--- config.mk ---
export PLATFORM = sky130hd
export DESIGN_NAME = pending_exception_tracker
export DESIGN_NICKNAME = d
export VERILOG_FILES = /design/src/hdl/pet_pkg.sv /design/src/hdl/pet_ram.sv /design/src/hdl/pet_ctrl.sv /design/src/hdl/pet_dp.sv /design/src/hdl/pending_exception_tracker.sv
export SDC_FILE = /design/constraint.sdc
export NUM_CORES = 1
export LEC_CHECK = 0
export BUFFER_PORTS_ARGS = -buffer_cell sky130_fd_sc_hd__buf_2
export CAP_MARGIN = 25
export CORE_AREA = 2 2 286 288
export DETAILED_ROUTE_END_ITERATION = 8
export DIE_AREA = 0 0 288 290
export PLACE_DENSITY = 0.88
export SYNTH_ARGS = -nofsm -noshare
export SYNTH_HDL_FRONTEND = slang
export SYNTH_SLANG_ARGS = --single-unit
--- constraint.sdc ---
create_clock -name clk -period 5.88 [get_ports clk]
set_clock_uncertainty 0.15 [all_clocks]
set_input_delay 1.47 -clock clk [delete_from_list [all_inputs] [get_ports clk]]
set_output_delay 1.47 -clock clk [all_outputs]
set_load 0.01 [all_outputs]
--- src/hdl/pet_pkg.sv ---
`default_nettype none

package pet_pkg;

    // Default number of tracked exception vectors.
    localparam int NUM_VECTORS_DEF = 32;

    // Widths of the transfer fields.
    localparam int ACTION_W = 2;
    localparam int VECTOR_W = 5;
    localparam int CODE_W   = 32;

    // Input transfer layout: action, vector, exc_code from the lowest bit up.
    localparam int IN_ACTION_LSB = 0;
    localparam int IN_VECTOR_LSB = IN_ACTION_LSB + ACTION_W;
    localparam int IN_CODE_LSB   = IN_VECTOR_LSB + VECTOR_W;
    localparam int IN_FIELDS_W   = IN_CODE_LSB + CODE_W;
    localparam int IN_TDATA_W    = ((IN_FIELDS_W + 7) / 8) * 8;

    // Output transfer layout: status, any_pending, next_vector,
    // vector_has_error, vector_error_code from the lowest bit up.
    localparam int OUT_FIELDS_W = 1 + 1 + VECTOR_W + 1 + CODE_W;
    localparam int OUT_TDATA_W  = ((OUT_FIELDS_W + 7) / 8) * 8;

    // Actions on one vector.
    typedef enum logic [ACTION_W-1:0] {
        ACT_QUERY     = 2'd0,
        ACT_RAISE     = 2'd1,
        ACT_RAISE_ERR = 2'd2,
        ACT_CLEAR     = 2'd3
    } action_t;

    // Controller states.
    typedef enum logic [1:0] {
        ST_IDLE,
        ST_EXEC,
        ST_OUT
    } state_t;

    // Commands from the controller to the datapath.
    typedef struct packed {
        logic capture;   // latch the input transfer and start the store read
        logic exec;      // apply the action and load the result register
    } dp_cmd_t;

endpackage

`default_nettype wire

--- src/hdl/pet_ram.sv ---
`default_nettype none

module pet_ram #(
    parameter int WIDTH = 32,
    parameter int DEPTH = 32
) (
    input  wire logic                     clk,
    input  wire logic                     we,
    input  wire logic [$clog2(DEPTH)-1:0] waddr,
    input  wire logic [WIDTH-1:0]         wdata,
    input  wire logic                     re,
    input  wire logic [$clog2(DEPTH)-1:0] raddr,
    output logic      [WIDTH-1:0]         rdata
);

    logic [WIDTH-1:0] mem [DEPTH];

    // One write port and one registered read port.
    always_ff @(posedge clk)
    begin
        if (we)
        begin
            mem[waddr] <= wdata;
        end
        if (re)
        begin
            rdata <= mem[raddr];
        end
    end

endmodule

`default_nettype wire

--- src/hdl/pet_ctrl.sv ---
`default_nettype none

module pet_ctrl
    import pet_pkg::*;
(
    input  wire logic clk,
    input  wire logic rst_n,
    input  wire logic in_valid,
    output logic      in_ready,
    output logic      out_valid,
    input  wire logic out_ready,
    output dp_cmd_t   cmd
);

    state_t state_reg;
    state_t state_next;

    // State register.
    always_ff @(posedge clk or negedge rst_n)
    begin
        if (!rst_n)
        begin
            state_reg <= ST_IDLE;
        end
        else
        begin
            state_reg <= state_next;
        end
    end

    // Next state and commands.
    always_comb
    begin
        state_next  = state_reg;
        in_ready    = 1'b0;
        out_valid   = 1'b0;
        cmd.capture = 1'b0;
        cmd.exec    = 1'b0;
        unique case (state_reg)
            ST_IDLE:
            begin
                in_ready    = 1'b1;
                cmd.capture = in_valid;
                if (in_valid)
                begin
                    state_next = ST_EXEC;
                end
            end
            ST_EXEC:
            begin
                cmd.exec   = 1'b1;
                state_next = ST_OUT;
            end
            ST_OUT:
            begin
                out_valid = 1'b1;
                if (out_ready)
                begin
                    state_next = ST_IDLE;
                end
            end
            default:
            begin
                state_next = ST_IDLE;
            end
        endcase
    end

endmodule

`default_nettype wire

--- src/hdl/pet_dp.sv ---
`default_nettype none

module pet_dp
    import pet_pkg::*;
#(
    parameter int NUM_VECTORS = NUM_VECTORS_DEF
) (
    input  wire logic                    clk,
    input  wire logic                    rst_n,
    input  wire dp_cmd_t                 cmd,
    input  wire logic [IN_FIELDS_W-1:0]  in_fields,
    output logic      [OUT_TDATA_W-1:0]  out_tdata
);

    localparam int VW = $clog2(NUM_VECTORS);
    localparam int WW = VW + VECTOR_W;

    // Latched input transfer.
    action_t             action_reg;
    logic [VECTOR_W-1:0] vector_reg;
    logic [CODE_W-1:0]   code_reg;

    // Flag state and the written marks of the error code store.
    logic [NUM_VECTORS-1:0] pending_reg;
    logic [NUM_VECTORS-1:0] pending_next;
    logic [NUM_VECTORS-1:0] error_reg;
    logic [NUM_VECTORS-1:0] error_next;
    logic [NUM_VECTORS-1:0] written_reg;
    logic [NUM_VECTORS-1:0] written_next;

    logic [OUT_TDATA_W-1:0] out_reg;
    logic [OUT_TDATA_W-1:0] out_next;

    logic [WW-1:0]       in_vec_wide;
    logic [WW-1:0]       vec_wide;
    logic [VW-1:0]       idx;
    logic                in_range;
    logic [CODE_W-1:0]   ram_rdata;
    logic                ram_we;
    logic                status;
    logic                has_err;
    logic [CODE_W-1:0]   stored;
    logic [VW-1:0]       enc;
    logic [WW-1:0]       enc_wide;

    // Vector index into the flag vectors and the store.
    assign in_vec_wide = {{VW{1'b0}}, in_fields[IN_VECTOR_LSB +: VECTOR_W]};
    assign vec_wide    = {{VW{1'b0}}, vector_reg};
    assign idx         = vec_wide[VW-1:0];
    assign in_range    = (vec_wide < WW'(NUM_VECTORS));

    // Input capture and result register; payload registers need no reset.
    always_ff @(posedge clk)
    begin
        if (cmd.capture)
        begin
            action_reg <= action_t'(in_fields[IN_ACTION_LSB +: ACTION_W]);
            vector_reg <= in_fields[IN_VECTOR_LSB +: VECTOR_W];
            code_reg   <= in_fields[IN_CODE_LSB +: CODE_W];
        end
        if (cmd.exec)
        begin
            out_reg <= out_next;
        end
    end

    // Error code store, read at capture, written when a raise with error code is applied.
    pet_ram #(
        .WIDTH (CODE_W),
        .DEPTH (NUM_VECTORS)
    ) u_store (
        .clk   (clk),
        .we    (ram_we),
        .waddr (idx),
        .wdata (code_reg),
        .re    (cmd.capture),
        .raddr (in_vec_wide[VW-1:0]),
        .rdata (ram_rdata)
    );

    // Apply the action to the flags.
    always_comb
    begin
        pending_next = pending_reg;
        error_next   = error_reg;
        written_next = written_reg;
        status       = 1'b0;
        ram_we       = 1'b0;
        if (in_range)
        begin
            unique case (action_reg)
                ACT_QUERY:
                begin
                end
                ACT_RAISE:
                begin
                    if (pending_reg[idx])
                    begin
                        status = 1'b1;
                    end
                    else
                    begin
                        pending_next[idx] = 1'b1;
                    end
                end
                ACT_RAISE_ERR:
                begin
                    if (pending_reg[idx])
                    begin
                        status = 1'b1;
                    end
                    else
                    begin
                        pending_next[idx] = 1'b1;
                        error_next[idx]   = 1'b1;
                        written_next[idx] = 1'b1;
                        ram_we            = cmd.exec;
                    end
                end
                ACT_CLEAR:
                begin
                    pending_next[idx] = 1'b0;
                    error_next[idx]   = 1'b0;
                end
                default:
                begin
                end
            endcase
        end
    end

    // Lowest pending vector after the step.
    always_comb
    begin
        enc = '0;
        for (int i = NUM_VECTORS - 1; i >= 0; i--)
        begin
            if (pending_next[i])
            begin
                enc = VW'(i);
            end
        end
    end

    assign enc_wide = {{VECTOR_W{1'b0}}, enc};

    // Error flag and stored code of the addressed vector after the step.
    always_comb
    begin
        has_err = 1'b0;
        stored  = '0;
        if (in_range)
        begin
            has_err = error_next[idx];
            if (ram_we)
            begin
                stored = code_reg;
            end
            else if (written_reg[idx])
            begin
                stored = ram_rdata;
            end
        end
    end

    assign out_next = OUT_TDATA_W'({stored, has_err, enc_wide[VECTOR_W-1:0],
                                    |pending_next, status});

    // Flag registers.
    always_ff @(posedge clk or negedge rst_n)
    begin
        if (!rst_n)
        begin
            pending_reg <= '0;
            error_reg   <= '0;
            written_reg <= '0;
        end
        else if (cmd.exec)
        begin
            pending_reg <= pending_next;
            error_reg   <= error_next;
            written_reg <= written_next;
        end
    end

    assign out_tdata = out_reg;

endmodule

`default_nettype wire

--- src/hdl/pending_exception_tracker.sv ---
// An accepted input goes through the execute state to the output state, which
// offers the result; no new action is taken until the result is handed off.
// The steps are the store read, the flag update and the output hand-off.
// Reset (rst_n, asynchronous, active low) clears all pending and error flags
// and marks every stored error code as zero; no clearing pass is needed.
`default_nettype none

module pending_exception_tracker
    import pet_pkg::*;
#(
    parameter int NUM_VECTORS = NUM_VECTORS_DEF
) (
    input  wire logic                   clk,
    input  wire logic                   rst_n,
    input  wire logic                   s_axis_tvalid,
    output logic                        s_axis_tready,
    // action[1:0], vector[6:2], exc_code[38:7], zero fill above
    input  wire logic [IN_TDATA_W-1:0]  s_axis_tdata,
    output logic                        m_axis_tvalid,
    input  wire logic                   m_axis_tready,
    // status[0], any_pending[1], next_vector[6:2], vector_has_error[7],
    // vector_error_code[39:8]
    output logic      [OUT_TDATA_W-1:0] m_axis_tdata
);

    dp_cmd_t cmd;

    // Sequencing of one action at a time.
    pet_ctrl u_ctrl (
        .clk       (clk),
        .rst_n     (rst_n),
        .in_valid  (s_axis_tvalid),
        .in_ready  (s_axis_tready),
        .out_valid (m_axis_tvalid),
        .out_ready (m_axis_tready),
        .cmd       (cmd)
    );

    // Flags, error code store and result register.
    pet_dp #(
        .NUM_VECTORS (NUM_VECTORS)
    ) u_dp (
        .clk       (clk),
        .rst_n     (rst_n),
        .cmd       (cmd),
        .in_fields (s_axis_tdata[IN_FIELDS_W-1:0]),
        .out_tdata (m_axis_tdata)
    );

endmodule

`default_nettype wire

=== Word-level counts from Yosys, hierarchy flattened ===
Memories as Yosys holds them, arrays and structs flattened. A register that Yosys moved wholly into a read port is not among the register bits.
Cells that the tools add are included.

* Bits in registers: 177
* Memories kept: 1
* Logic and storage cells: 104
* Bits in writable memories: 1,024
* Output and inout port bits: 42
* Input bits: 44

{| class="wikitable"
|+ Memory list
! name !! depth !! width !! read ports !! clocked after Yosys merged registers in !! write ports !! line !! source
|-
| u_dp.u_store.mem || 32 || 32 || 1 || 1 || 1 || pet_ram.sv:16 || <nowiki>logic [WIDTH-1:0] mem [DEPTH];</nowiki>
|}

* Equal/unequal tests: 7
* Bitwise gates (word level): 7
* Muxes and demuxes: 60
* Reductions and logical operators: 11
* Order comparisons: 3

{| class="wikitable"
|+ Operators with widths
! cell !! count
|-
| 32-bit two-way mux || 6
|-
| 32-bit case mux with 2 select lines || 2
|-
| 32-bit OR || 3
|-
| 5-bit two-way mux || 16
|-
| 32-bit bitwise AND || 2
|-
| 4-bit two-way mux || 8
|-
| 32-bit inverter || 1
|-
| 32-bit OR reduction || 1
|-
| 16-bit OR reduction || 1
|-
| 1-bit binary-select mux with 5-bit select || 3
|-
| 1-bit two-way mux || 15
|-
| 5-bit by 6-bit less-than comparator with 1-bit output, second input constant || 2
|-
| 3-bit two-way mux || 4
|-
| 2-bit two-way mux || 4
|-
| 8-bit OR reduction || 1
|-
| 2-bit == test, second input constant || 3
|-
| 2-bit case mux with 3 select lines || 1
|-
| 1-bit demux with 5-bit select || 1
|-
| 5-bit by 1-bit greater-or-equal comparator with 1-bit output, second input constant || 1
|-
| 2-bit by 1-bit == test with 1-bit output, second input constant || 2
|-
| 2-bit inequality test, second input constant || 2
|-
| 2-bit AND reduction || 2
|-
| 4-bit AND reduction || 1
|-
| 2-bit OR reduction || 2
|-
| 4 further kinds || 4
|}

=== Logic depth before layout (Yosys ltp) ===
Gate-level depths: netlist of the first run.

* Word-level depth: 39
* Depth in mapped cells: 13
* Gate-level depth less buffers: 10

=== Hierarchy ===
From an unflattened synthesis of the first run, not the netlist that was laid out.

* Cell total of the unflattened synthesis: 3,141
* Area, all modules: 49,804.0 um^2

{| class="wikitable"
|+ By module, submodules not included
! module !! area an instance (um^2) !! cells each !! sequential area each (um^2) !! times used
|-
| pet_ram || 40,805.4 || 2,260 || 31,710.4 || 1
|-
| pet_dp || 8,908.5 || 872 || 4,774.6 || 1
|-
| pet_ctrl || 90.1 || 9 || 50.0 || 1
|}

=== Worst setup path after synthesis of the first run ===
OpenSTA, ideal clock, no wires.

* Path kind: register to register
* Start point: register u_dp.vector_reg[0], in the netlist u_dp.idx[0]
* End point: memory u_dp.u_store.mem[0][0], enable pin
* Required time: 5,308 ps
* Library setup time: 422 ps
* Path slack: 1,530 ps
* Cell stages (with the launch flop): 11
* Path buffers: 3
* Period minus slack after synthesis: 4,350 ps
* Data arrival time: 3,778 ps
* Cells stage by stage: edfxtp_1 > buf_6 > mux2_1 > a31oi_1 > and3_1 > o211ai_1 > buf_2 > nor2_1 > nand2_1 > clkbuf_1 > nor2_1

* Word-level cells in the longest chain between the ends: 7
* Elaborated cells between the ends (all ways): 8
* Classes of those cells: order compare: 1; mux: 7

{| class="wikitable"
|+ RTL lines
! element !! line !! source
|-
| start: declaration || pet_dp.sv:20 || <nowiki>logic [VECTOR_W-1:0] vector_reg;</nowiki>
|-
| start signal: assignment || pet_dp.sv:58 || <nowiki>vector_reg <= in_fields[IN_VECTOR_LSB +: VECTOR_W];</nowiki>
|-
| 1-bit binary-select mux with 5-bit select || pet_dp.sv:108 || <nowiki>if (pending_reg[idx])</nowiki>
|-
| 1-bit two-way mux (not written as such) || pet_dp.sv:108 ||
|-
| 1-bit two-way mux || pet_dp.sv:108 ||
|-
| 1-bit two-way mux || pet_dp.sv:91 || <nowiki>unique case (action_reg)</nowiki>
|-
| 1-bit two-way mux || pet_dp.sv:89 || <nowiki>if (in_range)</nowiki>
|-
| 1-bit two-way mux || pet_ram.sv:21 || <nowiki>if (we)</nowiki>
|-
| 1-bit two-way mux (not written as such) || pet_ram.sv:23 || <nowiki>mem[waddr] <= wdata;</nowiki>
|-
| end: declaration || pet_ram.sv:16 ||
|}

Several ways; a longest one is shown, not always the timed one. The select of a mux whose other input is x is not followed.

=== Final worst setup path of the first run ===
* Start point: register u_dp.vector_reg[0], in the netlist u_dp.idx[0]
* End point: memory u_dp.u_store.mem[20][18], enable pin

The elaborated chain is that of the path after synthesis.

==> results.toml, run 1 <==
[outcome]
status = "completed"

[final_layout]
nets = 2716
largest_reg_flops = 1024
final-instance-count-excl-fill = 3829
multi_input_area_sq_um = 12360
largest_register = "u_dp.u_store.mem"
drive_gt1_frac = 0.2767
final-seq-area_sq_um = 36540
area_delta_synth_final_pct = 12.82
nFillCells = 4576

[route]
wl_um = 142400
first_pass_iters = 6
drtIter0Drc = 4946
routed_via_density = 7.396
via_count = 28321
wire_per_inst_um = 37.20
ant_nets = 0
drcViolationCount = 0

[global_route]
grt_pass1_wl_um = 203300
overflow = 0
grt_usage = 0.3435
grt_max_degree = 83
antenna_found_initial = 6
grt_pass1_vias = 28568

[logic_synthesis]
yosysWarningCount = 0
synth.area.top_cells = "edfxtp_1 69%, mux4_2 15%, dfrtp_1 5.0%"
synthesis.nets = 2568
ys_top_cells_by_count = "1135 x edfxtp_1, 331 x mux4_2, 128 x o21ai_0"
synth_cells = 2521
synth_top_area_share = 0.6907
yosysTopAreaCell = "edfxtp_1"
ys_types = 76
synthArstFlopShare = 0.07948
synth-main-ff-cell = "edfxtp_1"
synth_area_sq_um = 49350
synth_most_common_cell = "edfxtp_1"
avgSynthCellArea_sq_um = 19.57
ys_seq_elements = 1233
yosysSeqAreaShare = 0.7404
synth-edff-count = 1135

[setup_path]
required_ns = 6.09
rr_worst_depth = 9
end_kind = "flop"
slowest_delay_ns = 0.81
worstSetupStartpoint = "u_dp.idx[0]"
crit_chain = "buf_12 > mux2i_1 > o32ai_1 > a22oi_1 > o211ai_1 > nor2_1 > nand2_4 > nor2_4 > buf_4"
ff2ff_setup_slack_ns = 0.75
crit_slowest_cell = "nor2_4"
critPathCapture = "u_dp.u_store.mem[20][18]"
worstSetupPathType = "reg -> reg"
arrival_ns = 5.35
path_max_fanout = 32
worstReg2RegStart = "u_dp.idx[0]"
critPathLaunchType = "flop"
r2r-end = "u_dp.u_store.mem[20][18]"

[cts]
htreeDepth = 3
cts_root_buf = "clkbuf_16"
ctsResizeCount = 0
cts_tree = "done"
clkTransAtPathRegs_ns = 0.07
cts_hold_buf = 0
post_cts_buffers = 0
numCtsBuffers = 115
clk_path_buf_depth = 3
cts_num_sinks = 1233
clk_latency_ns = 0.72

[floorplan]
pin_count = 86
die_area_sq_um = 83520
die_w_um = 288
rows = 104
core_sq_um = 80160
initial_utilization = 0.6156
die_y_um = 290

[timing]
finalSetupTns_ns = 0
relSlewSlack = 0.2084
drv_slew = 0
setup_viol = 0
hold_viol_final = 0
worst_pin_slew_ns = 1.187
grt_setup_unrepaired = "false"
fmaxAchievable_ghz = 0.1948
period_share = 0.8729
finalWorstPathRequiredPeriod_ns = 5.133

[flow_run]
cap_violations = 0

[place]
dp_hpwl_um = 71580
gp_congestion = 0.9160
placedCellCount = 3603
numPortBuffers = 84

[pwr]
irDropWorstVdd_mv = 0.2654
p_leak_uw = 0.01799
powerDensity_nw_per_um2 = 380.4

[hold_path]
min_path_type = "reg -> reg"
layer usage:
| layer | GRT usage | wire length (um) | vias up | share of wire |
|---|---|---|---|---|
| li1 | - | - | 10666 | - |
| met1 | 0.4509 | 47170 | 14400 | 0.33 |
| met2 | 0.5478 | 69890 | 2745 | 0.49 |
| met3 | 0.09151 | 18120 | 504 | 0.13 |
| met4 | 0.1499 | 7217 | 6 | 0.051 |
| met5 | 0 | 43 | - | 0.00030 |
per-stage QoR:
step | hold slack, ns | utilization | worst slack [ns] | total power, uW | instance area, sq um
floorplan | 0.2778 | - | 1.530 | 12480 | 49350
global placement | 0.2911 | 0.6446 | 1.202 | 13410 | 51670
detailed placement | 0.2975 | 0.6447 | 1.077 | 13540 | 51680
CTS | 0.3144 | 0.6917 | 0.9779 | 21050 | 55450
global route | 0.3389 | 0.6945 | 0.6219 | 21700 | 55670
finish | 0.3151 | 0.6946 | 0.7473 | 21180 | 55670
cell usage in the layout (no fill, tap or decap), types with 8 or more instances in the layout:
master     Yosys  layout
clkbuf_1     106      27
a31oi_1       27      27
buf_4          4      77
inv_1         24      24
o21ai_1       25      25
nand2_1      122     121
or2_1         31      31
nor2_1        80      48
buf_12         0      17
a21oi_1       47      47
dfrtp_1       98      98
mux4_2       331     331
clkinv_1       2      23
mux2_2        32      32
buf_2         11      80
nor2_4         0      32
bufinv_16      0      11
nand2b_1      42      42
o21ai_0      128     128
clkbuf_16      0     116
mux2i_1       17      17
o22ai_1       22      22
clkinv_2       0      18
nand3_1        8       8
edfxtp_1    1135    1135
nor2b_1       10       9
nor3_1        12      11
buf_16         0       8
o211ai_1      10      10
a22oi_1       24      24
a221oi_1       8       8
final cells by class:
cell class / instances / share of cell area
Sequential cell: 1233 / 0.6562
Timing Repair Buffer: 185 / 0.02838
Tap cell: 1060 / 0.02382
Antenna cell: 1 / 0.00004495
Multi-Input combinational cell: 1108 / 0.2221
Clock inverter: 67 / 0.01227
Clock buffer: 149 / 0.05544
Inverter: 26 / 0.001753
where the power goes:
part	total, uW	internal (uW)	switching, uW
clock	7600	4200	3400
sequential	10800	10300	525
combinational	2740	1000	1740
total	21200	15500	5660
kinds of logic (layout without fill, tap and decap cells):
kind of cell | count (synthesis) | in the layout | synth area share
adder cells (fa/ha/maj) | 3 | 3 | 0.0007607
flip-flops | 1233 | 1233 | 0.7404
AO/OA/AOI/OAI | 369 | 369 | 0.04678
AND/OR/NAND/NOR | 355 | 355 | 0.03547
buffers and inverters | 180 | 427 | 0.01458
other | 0 | 1 | 0
multiplexers | 381 | 381 | 0.1620
critical path: cells and delay by family, from the launching register on:
family	cells	cell delay (ns)
multiplexers	1	0.30
AO/OA/AOI/OAI	3	0.95
AND/OR/NAND/NOR	3	1.80
flip-flops	1	0.79
buffers and inverters	2	0.73
worst min-delay path by stage:
stage / startpoint / endpoint / cells after the start
global route: u_dp.written_reg[25] / u_dp.written_reg[25] / 1
floorplan: u_dp.written_reg[10] / u_dp.written_reg[10] / 1
finish: u_dp.written_reg[26] / u_dp.written_reg[26] / 1
CTS: u_dp.written_reg[26] / u_dp.written_reg[26] / 1
global placement: u_dp.written_reg[2] / u_dp.written_reg[2] / 1
detailed placement: u_dp.written_reg[22] / u_dp.written_reg[22] / 1
No activity file was read; power rests on OpenSTA's default activity.
==> run 2, diff against run 1 <==
==> constraint.sdc (replaced) <==
create_clock -name clk -period 5 [get_ports clk]
set_clock_uncertainty 0.15 [all_clocks]
set_input_delay 1.25 -clock clk [delete_from_list [all_inputs] [get_ports clk]]
set_output_delay 1.25 -clock clk [all_outputs]
set_load 0.01 [all_outputs]
==> run 2 against run 1 <==
Compared with the run above: flip-flop and latch count unchanged; via count increased by 0.38%; non-clock buffer count increased by 35; utilization increased by 0.97 points; critical path depth increased by 2; combinational power increased by 27%.
==> results.toml, run 2 (synthesis results as in run 1) <==
[outcome]
status = "completed"

[setup_path]
path_max_fanout = 32
worstSetupPathType = "reg -> reg"
rr_worst_depth = 11
end_kind = "flop"
cpLargestDelayFamily = "buffers and inverters"
worst-path-buf-inv = 4
slowest_delay_ns = 0.89
critical_path_depth = 11
crit_slowest_cell = "edfxtp_1"
required_ns = 5.19
critPathLaunchType = "flop"
arrival_ns = 4.57
crit_chain = "buf_4 > buf_12 > mux2i_1 > o22ai_1 > a22oi_1 > o211ai_1 > nor2_1 > nand2_4 > buf_12 > nor2_4 > buf_4"

[cts]
clk_path_buf_depth = 3
cts_num_sinks = 1233
cts_tree = "done"
numCtsBuffers = 114
clkTransAtPathRegs_ns = 0.06
ctsResizeCount = 0
cts_root_buf = "clkbuf_16"
post_cts_buffers = 0
cts_hold_buf = 0
htreeDepth = 3
clk_latency_ns = 0.69

[place]
dp_hpwl_um = 72440
gp_congestion = 0.9367
placedCellCount = 3631
numPortBuffers = 84

[floorplan]
die_y_um = 290
pin_count = 86
die_area_sq_um = 83520
die_w_um = 288
core_sq_um = 80160
initial_utilization = 0.6156
rows = 104

[route]
wire_per_inst_um = 37.09
ant_nets = 0
via_count = 28428
wl_um = 143300
drcViolationCount = 0
first_pass_iters = 9
routed_via_density = 7.357
drtIter0Drc = 4993

[pwr]
p_leak_uw = 0.01830
irDropWorstVdd_mv = 0.2746
powerDensity_nw_per_um2 = 444.8

[hold_path]
whs_path_depth = 1
min_path_type = "reg -> reg"

[timing]
hold_viol_final = 0
period_share = 0.8741
drv_slew = 0
setup_viol = 0
grt_setup_unrepaired = "false"
finalSetupTns_ns = 0
relSlewSlack = 0.1921
fmaxAchievable_ghz = 0.2288
finalWorstPathRequiredPeriod_ns = 4.371
worst_pin_slew_ns = 1.212

[final_layout]
nets = 2750
nFillCells = 4507
drive_gt1_frac = 0.2830
area_delta_synth_final_pct = 14.40
final_common_cell = "edfxtp_1"
final_cell_mix = "1135 x edfxtp_1, 331 x mux4_2, 128 x o21ai_0, 121 x nand2_1, 116 x clkbuf_16"
largest_reg_flops = 1024
final-instance-count-excl-fill = 3864
largest_register = "u_dp.u_store.mem"

[global_route]
overflow = 0
grt_pass1_vias = 28431
grt_pass1_wl_um = 202800
grt_usage = 0.3425
antenna_found_initial = 4
grt_max_degree = 76

[flow_run]
cap_violations = 0
-- run 2: cell types whose count changed in the layout (fill, tap and decap cells not counted), sizes merged --
cell,change
buf,+35
clkbuf,-6
clkinv,+5
bufinv,+4
inv,-4
diode,+1
-- run 2: path summary, 6_finish.rpt --
path | slack (ns) | startpoint | to
worst min-delay path | 0.32 | u_dp.written_reg[2] | u_dp.written_reg[2]
worst max-delay path | 0.63 | u_dp.idx[0] | u_dp.u_store.mem[2][3]
max in group asynchronous | 3.31 | rst_n | u_dp.pending_reg[14]
min in group asynchronous | 0.34 | rst_n | u_dp.pending_reg[15]
worst min register to register | 0.32 | u_dp.written_reg[2] | u_dp.written_reg[2]
worst max register to register | 0.63 | u_dp.idx[0] | u_dp.u_store.mem[2][3]
-- run 2: routing by layer --
metal  wire length [um]  global-route usage  up-vias
met3              16590             0.06171      506
met2              71190              0.5517     2731
met4               7370              0.1556        0
met1              48160              0.4634    14438
met5                  0                   0        -
li1                   -                   -    10753
-- run 2: area by class of cell --
class / count / area, sq um / share of cell area
clock buffers: 143 / 3014 / 0.05339
repair buffers: 220 / 2352 / 0.04167
flip-flops and latches: 1233 / 36540 / 0.6472
clock inverters: 72 / 774.5 / 0.01372
multi-input cells: 1108 / 12350 / 0.2187
diodes: 2 / 5.005 / 0.00008865
inverters: 26 / 97.59 / 0.001729
well taps: 1060 / 1326 / 0.02349
-- run 2: stage by stage --
| step | total power, uW | hold slack (ns) | instance area (sq um) | util | setup WS (ns) |
|---|---|---|---|---|---|
| final | 25110 | 0.3168 | 56450 | 0.7043 | 0.6295 |
| after global routing | 25700 | 0.3328 | 56450 | 0.7042 | 0.5449 |
| after CTS | 24880 | 0.3124 | 56020 | 0.6989 | 0.6709 |
| after detailed placement | 16020 | 0.2953 | 52230 | 0.6516 | 0.7280 |
| after global placement | 15860 | 0.2911 | 52230 | 0.6516 | 0.8310 |
| after floorplan | 14680 | 0.2778 | 49350 | - | 0.6499 |
-- run 2: report_power, final --
group,switching (uW),total [uW],leakage [uW],internal (uW)
clock,3930,8980,0.00183,5050
combinational,2180,3480,0.00504,1300
sequential,529,12600,0.0114,12100
total,6640,25100,0.0183,18500
-- run 2: worst reg2reg max path: cells and delay by family, from the launching register on --
family                 cells  cell delay (ns)
AND/OR/NAND/NOR            3             0.70
AO/OA/AOI/OAI              3             0.88
flip-flops                 1             0.89
buffers and inverters      4             1.11
multiplexers               1             0.31
